**config.mk**
```make
export PLATFORM = sky130hd
export DESIGN_NAME = lzrw_front
export DESIGN_NICKNAME = d
export VERILOG_FILES = /design/src/design/lzrw_pkg.sv /design/src/design/lzrw_front.sv
export SDC_FILE = /design/constraint.sdc
export NUM_CORES = 1
export LEC_CHECK = 0
export BUFFER_PORTS_ARGS = -buffer_cell sky130_fd_sc_hd__buf_2
export CORE_ASPECT_RATIO = 1.4
export CORE_UTILIZATION = 57
export CTS_CLUSTER_SIZE = 8
export DETAILED_ROUTE_END_ITERATION = 12
export GPL_TIMING_DRIVEN = 0
export HOLD_SLACK_MARGIN = 0.02
export PLACE_DENSITY = 0.95
export SYNTH_ARGS = -nofsm -noshare
export SYNTH_HDL_FRONTEND = slang
export SYNTH_SLANG_ARGS = --single-unit
```
**constraint.sdc**
```tcl
create_clock -name clk_i -period 3.4 [get_ports clk_i]
set_input_delay 0.34 -clock clk_i [delete_from_list [all_inputs] [get_ports clk_i]]
set_output_delay 0.34 -clock clk_i [all_outputs]
set_load 0.01 [all_outputs]
```
**src/design/lzrw_pkg.sv**
```systemverilog
`timescale 1ns / 1ps
`default_nettype none
package lzrw_pkg;

  localparam int WINDOW_SIZE   = 4096;
  localparam int WIN_AW        = $clog2(WINDOW_SIZE);
  localparam int FILL_W        = $clog2(WINDOW_SIZE + 1);
  localparam int LENGTH_BIAS   = 2;
  localparam int STAGING_DEPTH = 512;
  localparam int STG_AW        = $clog2(STAGING_DEPTH);
  localparam int LEN_W         = $clog2(STAGING_DEPTH + 1);
  localparam int POS_W         = 12;
  localparam int EXT_LEN_W     = 11;

  localparam logic [3:0] NIB_ESC = 4'hF;

  localparam logic [1:0] ST_RUN   = 2'd0;
  localparam logic [1:0] ST_OK    = 2'd1;
  localparam logic [1:0] ST_SHORT = 2'd2;
  localparam logic [1:0] ST_EMPTY = 2'd3;

  typedef enum logic [1:0] {
    CMD_NONE  = 2'd0,
    CMD_LIT   = 2'd1,
    CMD_MATCH = 2'd2
  } cmd_kind_e;

  typedef struct packed {
    cmd_kind_e          kind;
    logic [7:0]         data;
    logic [POS_W-1:0]   pos;
    logic [LEN_W-1:0]   len;
    logic               last;
  } cmd_t;

endpackage
`default_nettype wire

```
**src/design/lzrw_front.sv**
```systemverilog
`timescale 1ns / 1ps
`default_nettype none
module lzrw_front import lzrw_pkg::*; (
  input  wire logic       clk_i,
  input  wire logic       rst_ni,
  input  wire logic       in_valid_i,
  output logic            in_ready_o,
  input  wire logic [7:0] data_byte_i,
  input  wire logic       last_byte_i,
  input  wire logic       q_full_i,
  output logic            q_push_o,
  output cmd_t            q_cmd_o
);

  logic [8:0]       flag_q, flag_d;
  logic [1:0]       phase_q, phase_d;
  logic [7:0]       low_q, low_d;
  logic [POS_W-1:0] hpos_q, hpos_d;
  logic [POS_W-1:0] pos_now;
  logic [EXT_LEN_W-1:0] n_raw;
  logic [EXT_LEN_W-1:0] n_clamp;
  logic             esc;

  assign in_ready_o = !q_full_i;
  assign q_push_o   = in_valid_i && !q_full_i;

  always_comb begin
    flag_d  = flag_q;
    phase_d = phase_q;
    low_d   = low_q;
    hpos_d  = hpos_q;
    pos_now = {data_byte_i, low_q[7:4]};
    esc     = (low_q[3:0] == NIB_ESC);
    if (phase_q == 2'd2) begin
      n_raw = EXT_LEN_W'(NIB_ESC) + EXT_LEN_W'(data_byte_i) + EXT_LEN_W'(LENGTH_BIAS + 1);
    end else begin
      n_raw = EXT_LEN_W'(low_q[3:0]) + EXT_LEN_W'(LENGTH_BIAS + 1);
    end
    n_clamp = (n_raw > EXT_LEN_W'(STAGING_DEPTH)) ? EXT_LEN_W'(STAGING_DEPTH) : n_raw;
    q_cmd_o = '{kind: CMD_NONE, data: data_byte_i, pos: hpos_q,
                len: n_clamp[LEN_W-1:0], last: last_byte_i};
    unique case (phase_q)
      2'd0: begin
        if (flag_q <= 9'd1) begin
          flag_d = {1'b1, data_byte_i};
        end else begin
          flag_d = {1'b0, flag_q[8:1]};
          if (flag_q[0]) begin
            q_cmd_o.kind = CMD_LIT;
          end else begin
            low_d   = data_byte_i;
            phase_d = 2'd1;
          end
        end
      end
      2'd1: begin
        hpos_d = pos_now;
        if (esc && !last_byte_i) begin
          phase_d = 2'd2;
        end else begin
          phase_d       = 2'd0;
          q_cmd_o.kind  = CMD_MATCH;
          q_cmd_o.pos   = pos_now;
        end
      end
      2'd2: begin
        phase_d      = 2'd0;
        q_cmd_o.kind = CMD_MATCH;
      end
      default: begin
        phase_d = 2'd0;
      end
    endcase
  end

  always_ff @(posedge clk_i or negedge rst_ni) begin
    if (!rst_ni) begin
      flag_q  <= '0;
      phase_q <= '0;
      low_q   <= '0;
      hpos_q  <= '0;
    end else if (q_push_o) begin
      if (last_byte_i) begin
        flag_q  <= '0;
        phase_q <= '0;
        low_q   <= '0;
        hpos_q  <= '0;
      end else begin
        flag_q  <= flag_d;
        phase_q <= phase_d;
        low_q   <= low_d;
        hpos_q  <= hpos_d;
      end
    end
  end

endmodule
`default_nettype wire

```
* Yosys cells after proc, flatten, opt, wreduce, memory -nomap -nowiden *
Cells that the tools add are included.

operators by class
  bitwise operators = 0
  reduce and logical (&&, ||, !) cells = 11
  $lt $le $gt $ge = 2
  $add $sub $neg = 3
  multiply operators = 0
  div/mod/pow operators = 0
  equal/unequal tests = 7
  shift-type cells = 0
  muxes and demuxes = 22

operators by type and width
  cell                                                                     number
  12-bit two-way mux                                                       4
  8-bit two-way mux                                                        4
  9-bit two-way mux                                                        3
  10-bit two-way mux                                                       2
  11-bit by 10-bit > comparator with 1-bit output (second input constant)  1
  9-bit by 2-bit adder with 10-bit output (second input constant)          1
  2-bit two-way mux                                                        5
  4-bit by 8-bit adder with 9-bit output (first input constant)            1
  9-bit by 1-bit <= comparator with 1-bit output (second input constant)   1
  3-bit inequality test (second input constant)                            2
  2-bit one-hot mux with 3 select lines                                    1
  4-bit by 2-bit adder with 5-bit output (second input constant)           1
  4-bit == test (second input constant)                                    1
  2-bit inequality test (second input constant)                            2
  2-bit one-hot mux with 2 select lines                                    1
  2-bit AND reduction                                                      2
  4-bit AND reduction                                                      1
  2-bit nonzero test                                                       2
  3-bit AND reduction                                                      1
  2-bit by 1-bit == test with 1-bit output (second input constant)         1
  2-bit == test (second input constant)                                    1
  1-bit logical AND                                                        2
  1-bit zero test                                                          2
  2-bit zero test                                                          1
  1-bit two-way mux                                                        2

word-level totals
  memory bits (writable) = 0
  bits in registers = 31
  ROM bits = 0
  logic and storage cells = 49
  memories kept = 0
  bits of input ports = 13
  bits in latches = 0

* Depth between registers and ports, before layout *
  depth after elaboration = 5
  gate-level depth with buffers = 6

* Least setup slack after synthesis *
OpenSTA, ideal clock, no wires.

  path kind = register to output
  start = register phase_q[0]
  end = output q_cmd_o[13] in the netlist's numbering
  path slack = 1.491 ns
  stages on the path, launching flop included = 7
  path buffers = 3
  arrival = 1.569 ns
  path through = dfrtp_1 -> buf_2 -> nand2b_1 -> clkbuf_1 -> nand2b_1 -> buf_2 -> mux2_2

RTL lines
  item                      line              RTL
  start: declaration        lzrw_front.sv:16  logic [1:0] phase_q, phase_d;
  start signal: assignment  lzrw_front.sv:90  phase_q <= phase_d;
  end: declaration          lzrw_front.sv:12  output cmd_t q_cmd_o

==> metrics <==
Peak VDD IR=0.637 mV; initial antenna violation count=0; clk sinks=31; die height=70.0 um; CP Data Arrival Time=2230 ps; DR pass1 iterations=4; slowest CP cell=mux2_2; predominant post-synthesis flop cell=dfrtp_1; Clock Latency Late Sink=290 ps; YS warnings=0; Mapped Area=1880 um2; initial DRC count=72; Top delay family on crit path=buffers and inverters; share of cells above drive strength 1=36.7%; CORE AREA=3120 um2; Slew Limit Headroom=37.6%; Pins Over Slew Limit=0; Setup CP Type=reg -> out; power per cell area=749 nW/um2; critical path fanouts, max=10; worst-margin pin slew=932 ps; buffers and inverters on the worst path=4; most frequent cells in the layout=buf_2, dfrtp_1, mux2_2; syn nets=211; die area=3540 um2; GR Overflow Total=0; dpl hpwl=3210 um; end of the worst register-to-register path=low_q[0]$_DFFE_PN0P_; Final min period=2570 ps; DRC viols=0; reg2reg path depth=3; Critical Path Start Type=flop; Nets=263; required time worst endpoint=3060 ps; die width=50.6 um; setup TNS=0 ps; Layout Cells excl Fill=287; commonest non-fill, non-tap cell in the layout=buf_2; async set-reset flop share out of synthesis=100%; vias per cell=5.87; post-layout util=72.8%; leading area contributor after synthesis=dfrtp_1; #FFs+latches synth=31; Leak Pwr=1.13 nW; CP Launch Point=phase_q[0]$_DFFE_PN0P_; Tcrit/Tclk final=75.5%; hold_buf cts=0; total wire length=4670 um; wire length per cell=16.3 um; Yosys cell types=37; final setup skew=10.5 ps; EDFF count, synth=0; cts bufs inserted=5; endpoints failing setup=0; H-tree lvl count=2; n_diodes=0; Max Cap Violations=0; Post-Place Cells=279; Root Buffer=clkbuf_8; sequential share of the synthesized area=41.2%; Layout area overhead=20.8%; Fin Hold WS=97.7 ps; buffer count from post-CTS setup fixing=0; max frequency=390 MHz; outcome=complete, no violations; syn avg cell area=9.65 um2; total power=1.70 mW; worst reg2reg setup slack=1260 ps; Critical R2R Launch=flag_q[4]$_DFFE_PN0P_; CTS tree=done; vias in the first global route=1,575; CTS clk-pin slew, worst paths=70 ps; CP Capture Type=output pin; Hold Crit Class=in -> async; Post-Syn Instances=195; Final Hold Fails=0; RSZ-0062 raised after global routing=no; first-pass GRT wire length=7830 um; most frequent CP cell=buf_2; largest net degree at the start of global routing=32; Rows=24; top cells by area, synth=dfrtp_1, mux2_2, a32o_1; RePlAce Congestion=0.885; IO buf count=45; Starting Density=60.3%; post-synth top area share=41.2%; clock buffer depth=2; IO Count=48; Antenna Nets Post-Route=0; crit path cell chain=buf_2 > nand2b_1 > clkbuf_1 > nand2b_1 > buf_2 > mux2_2 > buf_2; slowest stage delay, CP=370 ps; CTS resizes=0; vias=1,685; All-Layer GR Usage=29.9%
kinds of logic after synthesis:
family | after synthesis | share of synthesized area (%)
buffers and inverters | 35 | 9.57
and+or+nand+nor | 50 | 14.6
AOI/OAI and AO/OA | 51 | 18.6
DFF | 31 | 41.2
other | 1 | 0.199
muxes | 20 | 12.0
adders and majority gates | 3 | 1.99
xor gates and xnor gates | 4 | 1.86
how the worst max path moves through the flow:
| stage | slack [ps] | endpoint | cells after the start |
|---|---|---|---|
| after global placement | 1160 | q_cmd_o[18] | 7 |
| after global routing | 710 | q_cmd_o[14] | 7 |
| after detailed placement | 1160 | q_cmd_o[21] | 7 |
| after floorplan | 1490 | q_cmd_o[13] | 6 |
| final | 830 | q_cmd_o[21] | 7 |
| after CTS | 850 | q_cmd_o[21] | 7 |
report_power, final:
| group | switching (mW) | leakage (nW) | internal [mW] |
|---|---|---|---|
| clock | 0.139 | 0.0612 | 0.237 |
| combinational | 0.359 | 0.662 | 0.353 |
| sequential | 0.110 | 0.407 | 0.505 |
cell usage after synthesis (2+ instances only):
cell type and n:
clkbuf_1 7, a22oi_1 4, o211ai_1 9, nand2b_1 4, xor2_1 3, buf_4 10, o21ai_0 16, dfrtp_1 31
nand2_1 10, inv_1 13, ha_1 3, buf_2 3, a32o_1 8, mux2_2 20, nor2_1 15, a21oi_1 7
nor4_1 3, or3_1 2, nand3_1 9
per-stage QoR:
step                      instance area [um2]  worst slack, ps
final                                    2270              835
after global routing                     2270              713
after CTS                                2270              846
after detailed placement                 2160             1160
after global placement                   2160             1160
after floorplan                          1880             1490
sequential cells by signal, summed over array words and instances, names as in the netlist:
register / count
low_q: 8
flag_q: 9
hpos_q: 12
phase_q: 2
area by class of cell:
cell class | instances | area [um2]
clock buffer | 6 | 82.6
buffer | 21 | 128
timing repair buffer | 45 | 225
inverter | 14 | 52.6
multi-input combinational | 129 | 926
tap | 39 | 48.8
fill | 235 | 850
clock inverter | 2 | 35.0
sequential | 31 | 776
routing by layer:
| metal | global-route usage, % | part of all wire [%] |
|---|---|---|
| met3 | 5.45 | 6.4 |
| met2 | 46.4 | 50 |
| met4 | 14.2 | 4.1 |
| met5 | 0 | 0 |
| met1 | 40.1 | 40 |
Note: power is estimated with default switching activity, not from simulation.
