===== src/design/lzrw_pkg.sv =====
`timescale 1ns / 1ps
`default_nettype none
package lzrw_pkg;

  localparam int WINDOW_SIZE   = 4096;
  localparam int WIN_AW        = $clog2(WINDOW_SIZE);
  localparam int FILL_W        = $clog2(WINDOW_SIZE + 1);
  localparam int LENGTH_BIAS   = 2;
  localparam int STAGING_DEPTH = 512;
  localparam int STG_AW        = $clog2(STAGING_DEPTH);
  localparam int LEN_W         = $clog2(STAGING_DEPTH + 1);
  localparam int POS_W         = 12;
  localparam int EXT_LEN_W     = 11;

  localparam logic [3:0] NIB_ESC = 4'hF;

  localparam logic [1:0] ST_RUN   = 2'd0;
  localparam logic [1:0] ST_OK    = 2'd1;
  localparam logic [1:0] ST_SHORT = 2'd2;
  localparam logic [1:0] ST_EMPTY = 2'd3;

  typedef enum logic [1:0] {
    CMD_NONE  = 2'd0,
    CMD_LIT   = 2'd1,
    CMD_MATCH = 2'd2
  } cmd_kind_e;

  typedef struct packed {
    cmd_kind_e          kind;
    logic [7:0]         data;
    logic [POS_W-1:0]   pos;
    logic [LEN_W-1:0]   len;
    logic               last;
  } cmd_t;

endpackage
`default_nettype wire


===== src/design/lzrw_fifo.sv =====
`timescale 1ns / 1ps
`default_nettype none
module lzrw_fifo import lzrw_pkg::*; (
  input  wire logic clk_i,
  input  wire logic rst_ni,
  input  wire logic push_i,
  input  cmd_t      din_i,
  output logic      full_o,
  input  wire logic pop_i,
  output cmd_t      dout_o,
  output logic      valid_o
);

  cmd_t       mem_q [2];
  logic       wr_q, rd_q;
  logic [1:0] cnt_q;

  assign full_o  = (cnt_q == 2'd2);
  assign valid_o = (cnt_q != 2'd0);
  assign dout_o  = mem_q[rd_q];

  always_ff @(posedge clk_i) begin
    if (push_i) begin
      mem_q[wr_q] <= din_i;
    end
  end

  always_ff @(posedge clk_i or negedge rst_ni) begin
    if (!rst_ni) begin
      wr_q  <= 1'b0;
      rd_q  <= 1'b0;
      cnt_q <= '0;
    end else begin
      if (push_i) begin
        wr_q <= !wr_q;
      end
      if (pop_i) begin
        rd_q <= !rd_q;
      end
      cnt_q <= cnt_q + 2'(push_i) - 2'(pop_i);
    end
  end

endmodule
`default_nettype wire


===== config.mk =====
export PLATFORM = sky130hd
export DESIGN_NAME = lzrw_fifo
export DESIGN_NICKNAME = d
export VERILOG_FILES = /design/src/design/lzrw_pkg.sv /design/src/design/lzrw_fifo.sv
export SDC_FILE = /design/constraint.sdc
export NUM_CORES = 1
export LEC_CHECK = 0
export ABC_AREA = 1
export BUFFER_PORTS_ARGS = -buffer_cell sky130_fd_sc_hd__buf_2
export CELL_PAD_IN_SITES_DETAIL_PLACEMENT = 0
export CELL_PAD_IN_SITES_GLOBAL_PLACEMENT = 1
export CORE_MARGIN = 2
export CORE_UTILIZATION = 41
export CTS_CLUSTER_DIAMETER = 100
export DETAILED_ROUTE_END_ITERATION = 10
export HOLD_SLACK_MARGIN = 0.08
export PLACE_DENSITY = 0.75
export SYNTH_ARGS = -nofsm -noshare
export SYNTH_HDL_FRONTEND = slang
export SYNTH_SLANG_ARGS = --single-unit

===== constraint.sdc =====
create_clock -name clk_i -period 2.8 [get_ports clk_i]
set_input_delay 0.7 -clock clk_i [delete_from_list [all_inputs] [get_ports clk_i]]
set_output_delay 0.7 -clock clk_i [all_outputs]
set_load 0.1 [all_outputs]

# Word level (Yosys, flattened, before mapping)
# Memory sizes are Yosys's and may differ from the RTL's.
# Cells that the tools add are included.
dict set report word_totals {
  mem_count 1
  regBits 4
  ramBits 66
}
# memory words width rd rd_ports_with_merged_regs wr line
set mem_list {}
lappend mem_list {mem_q 2 33 1 0 1 lzrw_fifo.sv:14} ;# cmd_t mem_q [2];
dict set report classes {
  eq_ne 1
  reduce_logical 3
  addsub 2
  n_mux 2
}
# cell count
set op_table {}
lappend op_table {{$add A2 B1 Y2} 1}
lappend op_table {{$eq A2 B2 Y1 const B} 1}
lappend op_table {{$logic_not A1 Y1} 2}
lappend op_table {{$mux W1} 2}
lappend op_table {{$reduce_bool A2 Y1} 1}
lappend op_table {{$sub A2 B1 Y2} 1}

# Longest topological paths before layout
# Gate-level depths: netlist of run 1.
dict set report logic_depth {
  word_depth 2
  mapped_depth 7
  mapped_depth_nobuf 7
}

# Least setup slack after synthesis of run 1
# Ideal clock, no wire load.
dict set report synth_path {
  kind {register -> output}
  startpoint {register rd_q}
  endpoint {output port dout_o[10] (netlist bit)}
  path_stages_with_launch 3
  arrival_ps 2693
  required_time_ps 2100
  path_slack_ps -593
  cell_sequence {dfrtp_1 clkbuf_1 o21ai_0}
}
# item line
set synth_rtl {}
lappend synth_rtl {{start, declared} lzrw_fifo.sv:15} ;# logic wr_q, rd_q;
lappend synth_rtl {{start signal, assigned} lzrw_fifo.sv:38} ;# rd_q <= !rd_q;
lappend synth_rtl {{end, declared} lzrw_fifo.sv:10} ;# output cmd_t dout_o,

==> results of run 1 <==
==> state kept, by name (all words and copies together), names as in the netlist <==
name   cells
cnt_q      2
wr_q       1
mem_q     66
rd_q       1
==> worst register-to-register path, cell delays in order, from the launching register on <==
cell	delay [ps]
dfrtp_1	430
nand2_1	70
inv_1	440
buf_12	260
==> Yosys cell counts <==
library cell	count	area (sq um)
dfrtp_1	4	100
inv_1	40	150
clkbuf_1	2	7.51
nand2_1	40	150
nor2_1	2	7.51
nand3_1	1	5.00
buf_6	4	45.0
o21ai_0	30	150
edfxtp_1	66	1980
buf_2	1	5.00
o21ai_1	3	15.0
ha_1	2	25.0
xor2_1	2	17.5
==> final cells by class <==
type,count,share of cell area
clock inverter,7,0.0267
clock buffer,9,0.0372
tap,77,0.0290
timing repair buffer,76,0.122
inverter,40,0.0451
sequential,70,0.626
multi-input combinational,80,0.114
==> worst max path at each step <==
stage | startpoint | to | slack (ps) | cells after the start
3_5_place_dp | rd_q$_DFFE_PN0P_ | dout_o[10] | 570 | 4
4_1_cts | rd_q$_DFFE_PN0P_ | dout_o[10] | 190 | 4
2_1_floorplan | rd_q$_DFFE_PN0P_ | dout_o[10] | -590 | 2
3_3_place_gp | rd_q$_DFFE_PN0P_ | dout_o[10] | 580 | 4
6_report | rd_q$_DFFE_PN0P_ | dout_o[10] | 210 | 4
5_1_grt | rd_q$_DFFE_PN0P_ | dout_o[10] | 50 | 4
==> per-layer routing <==
layer	vias to the layer above	global-route usage
met3	9	0.0452
li1	813	-
met5	-	0
met2	45	0.216
met4	0	0.0779
met1	713	0.157
==> stage by stage <==
| step | instances | area [sq um] | hold slack [ps] | utilization |
|---|---|---|---|---|
| 6_report | 359 | 3330 | 166 | 0.527 |
| 5_1_grt | 359 | 3330 | 154 | 0.527 |
| 4_1_cts | 359 | 3330 | 145 | 0.527 |
| 3_5_place_dp | 343 | 3110 | 523 | 0.493 |
| 3_3_place_gp | 343 | 3110 | 521 | 0.493 |
| 2_1_floorplan | 197 | 2660 | 404 | - |
==> logic make-up after synthesis <==
kind of cell / share of synthesized area
adders and majority gates: 0.00941
AOI/OAI and AO/OA: 0.0621
xor gates and xnor gates: 0.00659
buffers and inverters: 0.0781
and+or+nand+nor: 0.0611
DFF: 0.783
==> results.toml, run 1 <==
[route]
drt_iter0_drc = 50
via_per_inst = 4.40
wl_met1_mm = 1.83
vias = 1580
ant_nets = 0
drcViolationCount = 0
totalWireLength_mm = 4.42
wl_met2_mm = 2.20
highest-signal-layer = "met4"
wl_per_cell_um = 12.3
wl_met3_um = 310
first_pass_iters = 4

[yosys]
synth_area_sq_um = 2660
syn_avg_cell_area_sq_um = 13.5
synth_seq_area_share = 0.783
yosysUniqueCellTypes = 13
syn_inst = 197
yosys_warnings = 0
synth-seq-cells = 70
synth_nets = 236

[finish]
ff_latch_area_sq_um = 2080
syn_to_final_growth_pct = 25.0
layout_common_cells = "buf_2, edfxtp_1, inv_1, nand2_1, o21ai_0"
fin_nets = 316
fill_cells = 573
antenna_cells = 0
layout-drive-gt1-share = 0.326
final_common_cell = "buf_2"
multiInputGateArea_sq_um = 378

[global_routing]
grt_use_total = 0.134
grt_overflow = 0
grt_pass1_wl_mm = 7.09
first_global_vias = 1549
grt_max_degree = 30
antenna_found_initial = 0

[worst_setup_path]
cp_cell_sequence = "buf_4 > nand2_1 > o21ai_0 > buf_2"
path_delay_family = "buffers and inverters"
slowest_delay_ps = 540
reg2reg_depth = 3
reg2reg_to = "mem_q[1][28]$_DFFE_PP_"
r2r-start = "wr_q$_DFFE_PN0P_"
cp-end-kind = "output pin"
cpMaxStageDelayCell = "dfrtp_2"
critPathLaunchType = "flop"
required_ps = 2100
cp_max_fo = 29
path_buf_inv = 2
crit_type = "reg -> out"
worstPathArrival_ps = 1890
r2r_setup_slack_ps = 1310

[cts]
cts_root_buf = "clkbuf_8"
clkLatencyLatePin_ps = 330
cts_buffers = 9
cts_num_sinks = 70
cts_resized = 0
cts.path.max_buffers = 2
postCtsSetupBuffers = 0
postCtsHoldBufs = 0
cts_tree = "built"
clkSlewWorstSetupHoldPaths_ps = 70
htreeDepth = 3

[flow_run]
drv_cap = 0

[place]
port_buffers = 71
post-place-ws_ps = 571
hpwl_mm = 2.99
routabilityCongestion = 0.687

[sta]
hold_viol_final = 0
fmax_mhz = 386
final.setup.tns_ps = 0
worstMarginPinSlew_ps = 584
skew_ps = 3.39
setup_viol = 0
min_period_over_period = 0.925
rsz0062_at_grt = "false"
slew_violations = 0
period_needed_ps = 2590
timing.final.ws_setup_ps = 211
slew_headroom = 0.610

[die]
initial_core_util = 0.421
dieArea_sq_um = 7150
die-height_um = 84.5
dieWidth_um = 84.5
ios = 72
rows = 29
core-area_sq_um = 6310

[worst_hold_path]
hp-class = "in -> async"

[run_status]
status = "complete, no violations"
Power of run 1 is not shown: default switching activity piles up to over one toggle a cycle in this logic, so the estimate is an artifact.
==> inputs of run 2 (changes only) <==
- ABC_CLOCK_PERIOD_IN_PS: not set -> 2800
- CORE_UTILIZATION: 41 -> 36
- PLACE_DENSITY: 0.75 -> 0.67
==> run 2 against run 1 <==
  * Maximum frequency increased by 0.22%
  * Via count increased by 0.25%
  * Clock-buffer cell count unchanged
  * Register-to-register slack improved by 80 ps
  * Hold slack got worse by 5.4 ps
  * Global-route usage decreased by 1.5 points
  * Highest routed layer unchanged
==> results.toml, run 2 (same netlist as run 1, synthesis figures left out) <==
[finish]
stdcell_count = 379
layout-drive-gt1-share = 0.325
final_common_cell = "buf_2"
top_regs = "mem_q x66, cnt_q x2"
ff_latch_area_sq_um = 2080
syn_to_final_growth_pct = 28.2
finish.instance_area_sq_um = 3410
fill_cells = 685
multiInputGateArea_sq_um = 378
fin_nets = 314
final_util = 0.473
antenna_cells = 0
largest_reg_flops = 66
largest-register = "mem_q"
layout_common_cells = "buf_2, edfxtp_1, inv_1, nand2_1, o21ai_0"

[cts]
htreeDepth = 3
postCtsSetupBuffers = 0
cts_resized = 0
cts.path.max_buffers = 2
clkLatencyLatePin_ps = 340
cts_root_buf = "clkbuf_8"
clkSlewWorstSetupHoldPaths_ps = 70
postCtsHoldBufs = 0
cts_num_sinks = 70
cts_tree = "built"
cts_buffers = 9

[sta]
min_period_over_period = 0.923
worstMarginPinSlew_ps = 492
fmax_mhz = 387
skew_ps = 4.93
slew_headroom = 0.674
hold_viol_final = 0
period_needed_ps = 2580
slew_violations = 0
setup_viol = 0
holdWs_ps = 161
rsz0062_at_grt = "false"

[place]
dpl_cell_area_sq_um = 3150
hpwl_mm = 3.01
dp_cells = 363
port_buffers = 71
routabilityCongestion = 0.664

[route]
totalWireLength_mm = 4.50
first_pass_iters = 5
vias = 1584
drcViolationCount = 0
via_per_inst = 4.18
drt_iter0_drc = 57
ant_nets = 0
wl_per_cell_um = 11.9

[die]
dieArea_sq_um = 8090
initial_core_util = 0.369
ios = 72
dieWidth_um = 90.0
die-height_um = 90.0
core-area_sq_um = 7210
rows = 31

[worst_setup_path]
r2r-start = "wr_q$_DFFE_PN0P_"
endpoint = "dout_o[20]"
slowest_delay_ps = 660
cp_max_fo = 39
worstPathArrival_ps = 1880
cp-end-kind = "output pin"
crit_start = "rd_q$_DFFE_PN0P_"
r2r_setup_slack_ps = 1390
cpMaxStageDelayCell = "dfrtp_2"
required_ps = 2100
critPathLaunchType = "flop"
reg2reg_depth = 3
path_delay_family = "buffers and inverters"
reg2reg_to = "mem_q[1][22]$_DFFE_PP_"
crit_type = "reg -> out"
path_buf_inv = 2
worst-path-stages = 4
cp_cell_sequence = "buf_12 > nand2_1 > o21ai_0 > buf_2"

[global_routing]
first_global_vias = 1527
grt_pass1_wl_mm = 7.04
grt_use_total = 0.119
grt_overflow = 0
grt_max_degree = 40
antenna_found_initial = 0

[run_status]
status = "complete, no violations"

[worst_hold_path]
hp-class = "in -> async"

[flow_run]
drv_cap = 0
-- run 2: changes by cell type in the layout (fill, tap and decap cells not counted), sizes merged --
| cell | before | now |
|---|---|---|
| buf | 76 | 74 |
| bufinv | 2 | 4 |
| clkinv | 4 | 2 |
-- run 2: per-stage QoR --
step	worst slack, ps	TNS [ps]
floorplan	-593	-11860
global placement	594	0
detailed placement	567	0
CTS	177	0
global route	59.4	0
finish	217	0
-- run 2: worst reg2reg max path, delay by kind of cell, from the launching register on --
| kind | cells | cell delay, ps |
|---|---|---|
| buf+inv | 2 | 610 |
| flops | 1 | 430 |
| simple gates | 1 | 70 |
-- run 2: layer usage --
metal,wire length [um],track usage
met2,2200,0.191
met3,308,0.0528
met5,0,0
met4,69,0.0705
met1,1920,0.132
-- run 2: cell type report --
| type | count | area share |
|---|---|---|
| Clock buffer | 9 | 0.0363 |
| Clock inverter | 7 | 0.0400 |
| Inverter | 40 | 0.0440 |
| Multi-Input combinational cell | 80 | 0.111 |
| Sequential cell | 70 | 0.611 |
| Tap cell | 99 | 0.0363 |
| Timing Repair Buffer | 74 | 0.122 |
-- run 2: how the worst min path moves through the flow --
stage / end / slack [ps] / depth (start not counted)
6_report: wr_q$_DFFE_PN0P_ / 160 / 1
5_1_grt: cnt_q[0]$_DFF_PN0_ / 140 / 1
4_1_cts: cnt_q[0]$_DFF_PN0_ / 140 / 1
3_5_place_dp: cnt_q[0]$_DFF_PN0_ / 520 / 1
3_3_place_gp: cnt_q[0]$_DFF_PN0_ / 520 / 1
2_1_floorplan: cnt_q[0]$_DFF_PN0_ / 400 / 0
Power of run 2 is left out for the same reason.
==> inputs of run 3 (changes only) <==
- BUFFER_PORTS_ARGS: -buffer_cell sky130_fd_sc_hd__buf_2 -> not set
- DONT_BUFFER_PORTS: not set -> 1
- PLACE_DENSITY: 0.67 -> 0.57
- RECOVER_POWER: not set -> 100
- SLEW_MARGIN: not set -> 20
==> run 3 against run 2 <==
  * Routed wire length grew 5.5%
  * Critical path type unchanged
  * Flip-flop and latch count is the same
  * First-iteration DRC count shrank 21%
  * Critical path depth is the same
  * Final area shrank 2.4%
==> results.toml, run 3 (same netlist as run 1, synthesis figures left out) <==
[global_routing]
grt_max_degree = 30
grt_use_total = 0.130
antenna_found_initial = 0
grt_overflow = 0
busiest_layer = "met2"
gr-usage-met1 = 0.139
first_global_vias = 1547
use_met3 = 0.0536
met2_usage = 0.218
grt_pass1_wl_mm = 7.82

[finish]
fin_nets = 280
layout_common_cells = "edfxtp_1, inv_1, nand2_1, o21ai_2, buf_2"
layout-drive-gt1-share = 0.337
top_regs = "mem_q x66, cnt_q x2"
fill_cells = 694
antenna_cells = 0
largest_reg_flops = 66
final_common_cell = "edfxtp_1"
syn_to_final_growth_pct = 25.2
largest-register = "mem_q"

[cts]
cts_resized = 0
cts_num_sinks = 70
clkSlewWorstSetupHoldPaths_ps = 70
postCtsSetupBuffers = 0
htreeDepth = 3
cts.path.max_buffers = 2
clkLatencyLatePin_ps = 330
cts_tree = "built"
postCtsHoldBufs = 1
cts_root_buf = "clkbuf_8"
cts_buffers = 9

[sta]
final.setup.tns_ps = 0
period_needed_ps = 2610
slew_violations = 0
fmax_mhz = 383
setup_viol = 0
min_period_over_period = 0.934
slew_headroom = 0.0841
worstMarginPinSlew_ps = 1370
rsz0062_at_grt = "false"
hold_viol_final = 0
skew_ps = 6.25

[place]
hpwl_mm = 3.34
routabilityCongestion = 0.695
port_buffers = 0

[worst_setup_path]
required_ps = 2100
crit_type = "reg -> out"
worstPathArrival_ps = 1910
reg2reg_to = "mem_q[1][5]$_DFFE_PP_"
endpoint = "dout_o[1]"
cp-end-kind = "output pin"
reg2reg_depth = 3
crit_start = "rd_q$_DFFE_PN0P_"
critPathLaunchType = "flop"
cp_max_fo = 29
r2r-start = "wr_q$_DFFE_PN0P_"
r2r_setup_slack_ps = 580

[die]
initial_core_util = 0.369
die-height_um = 90.0
dieWidth_um = 90.0
rows = 31
dieArea_sq_um = 8090
core-area_sq_um = 7210
ios = 72

[route]
via_per_inst = 4.40
wl_per_cell_um = 13.8
totalWireLength_mm = 4.75
drt_iter0_drc = 45
first_pass_iters = 4
drcViolationCount = 0
vias = 1518
ant_nets = 0

[worst_hold_path]
hp-class = "in -> reg"

[flow_run]
drv_cap = 0

[run_status]
status = "complete, no violations"
run 3: how the worst min path moves through the flow:
stage | start | end | slack, ps | cells after the start
2_1_floorplan | rst_ni | cnt_q[0]$_DFF_PN0_ | 400 | 0
3_3_place_gp | rst_ni | cnt_q[0]$_DFF_PN0_ | 400 | 0
3_5_place_dp | rst_ni | cnt_q[0]$_DFF_PN0_ | 400 | 0
4_1_cts | push_i | wr_q$_DFFE_PN0P_ | 420 | 1
5_1_grt | din_i[25] | mem_q[0][25]$_DFFE_PP_ | 430 | 0
6_report | push_i | wr_q$_DFFE_PN0P_ | 440 | 1
run 3: cell type report:
| cell class | instances | area, sq um | area share |
|---|---|---|---|
| repair buffers | 40 | 246 | 0.0740 |
| flip-flops and latches | 70 | 2080 | 0.626 |
| well taps | 99 | 124 | 0.0372 |
| clock inverters | 5 | 97.6 | 0.0293 |
| multi-input cells | 80 | 497 | 0.149 |
| inverters | 40 | 150 | 0.0451 |
| clock buffers | 11 | 131 | 0.0395 |
run 3: through the flow:
step	instances	setup slack [ps]	hold slack (ps)	utilization	cell area, sq um
finish	345	186	443	0.461	3330
global route	345	67.2	430	0.461	3330
CTS	345	219	422	0.472	3410
detailed placement	328	587	405	0.439	3170
global placement	328	621	405	0.439	3170
floorplan	197	-593	404	-	2660
run 3: routing by layer:
metal | wire length (um) | vias up
met4 | 117 | 0
met5 | 0 | -
met3 | 352 | 11
li1 | - | 752
met1 | 1810 | 708
met2 | 2470 | 47
run 3: critical path, cell delays in order, from the launching register on:
cell and delay [ps]:
dfrtp_2 700, buf_12 260, nand2_1 90, o21ai_2 50, buf_2 440
Power of run 3 is left out for the same reason.
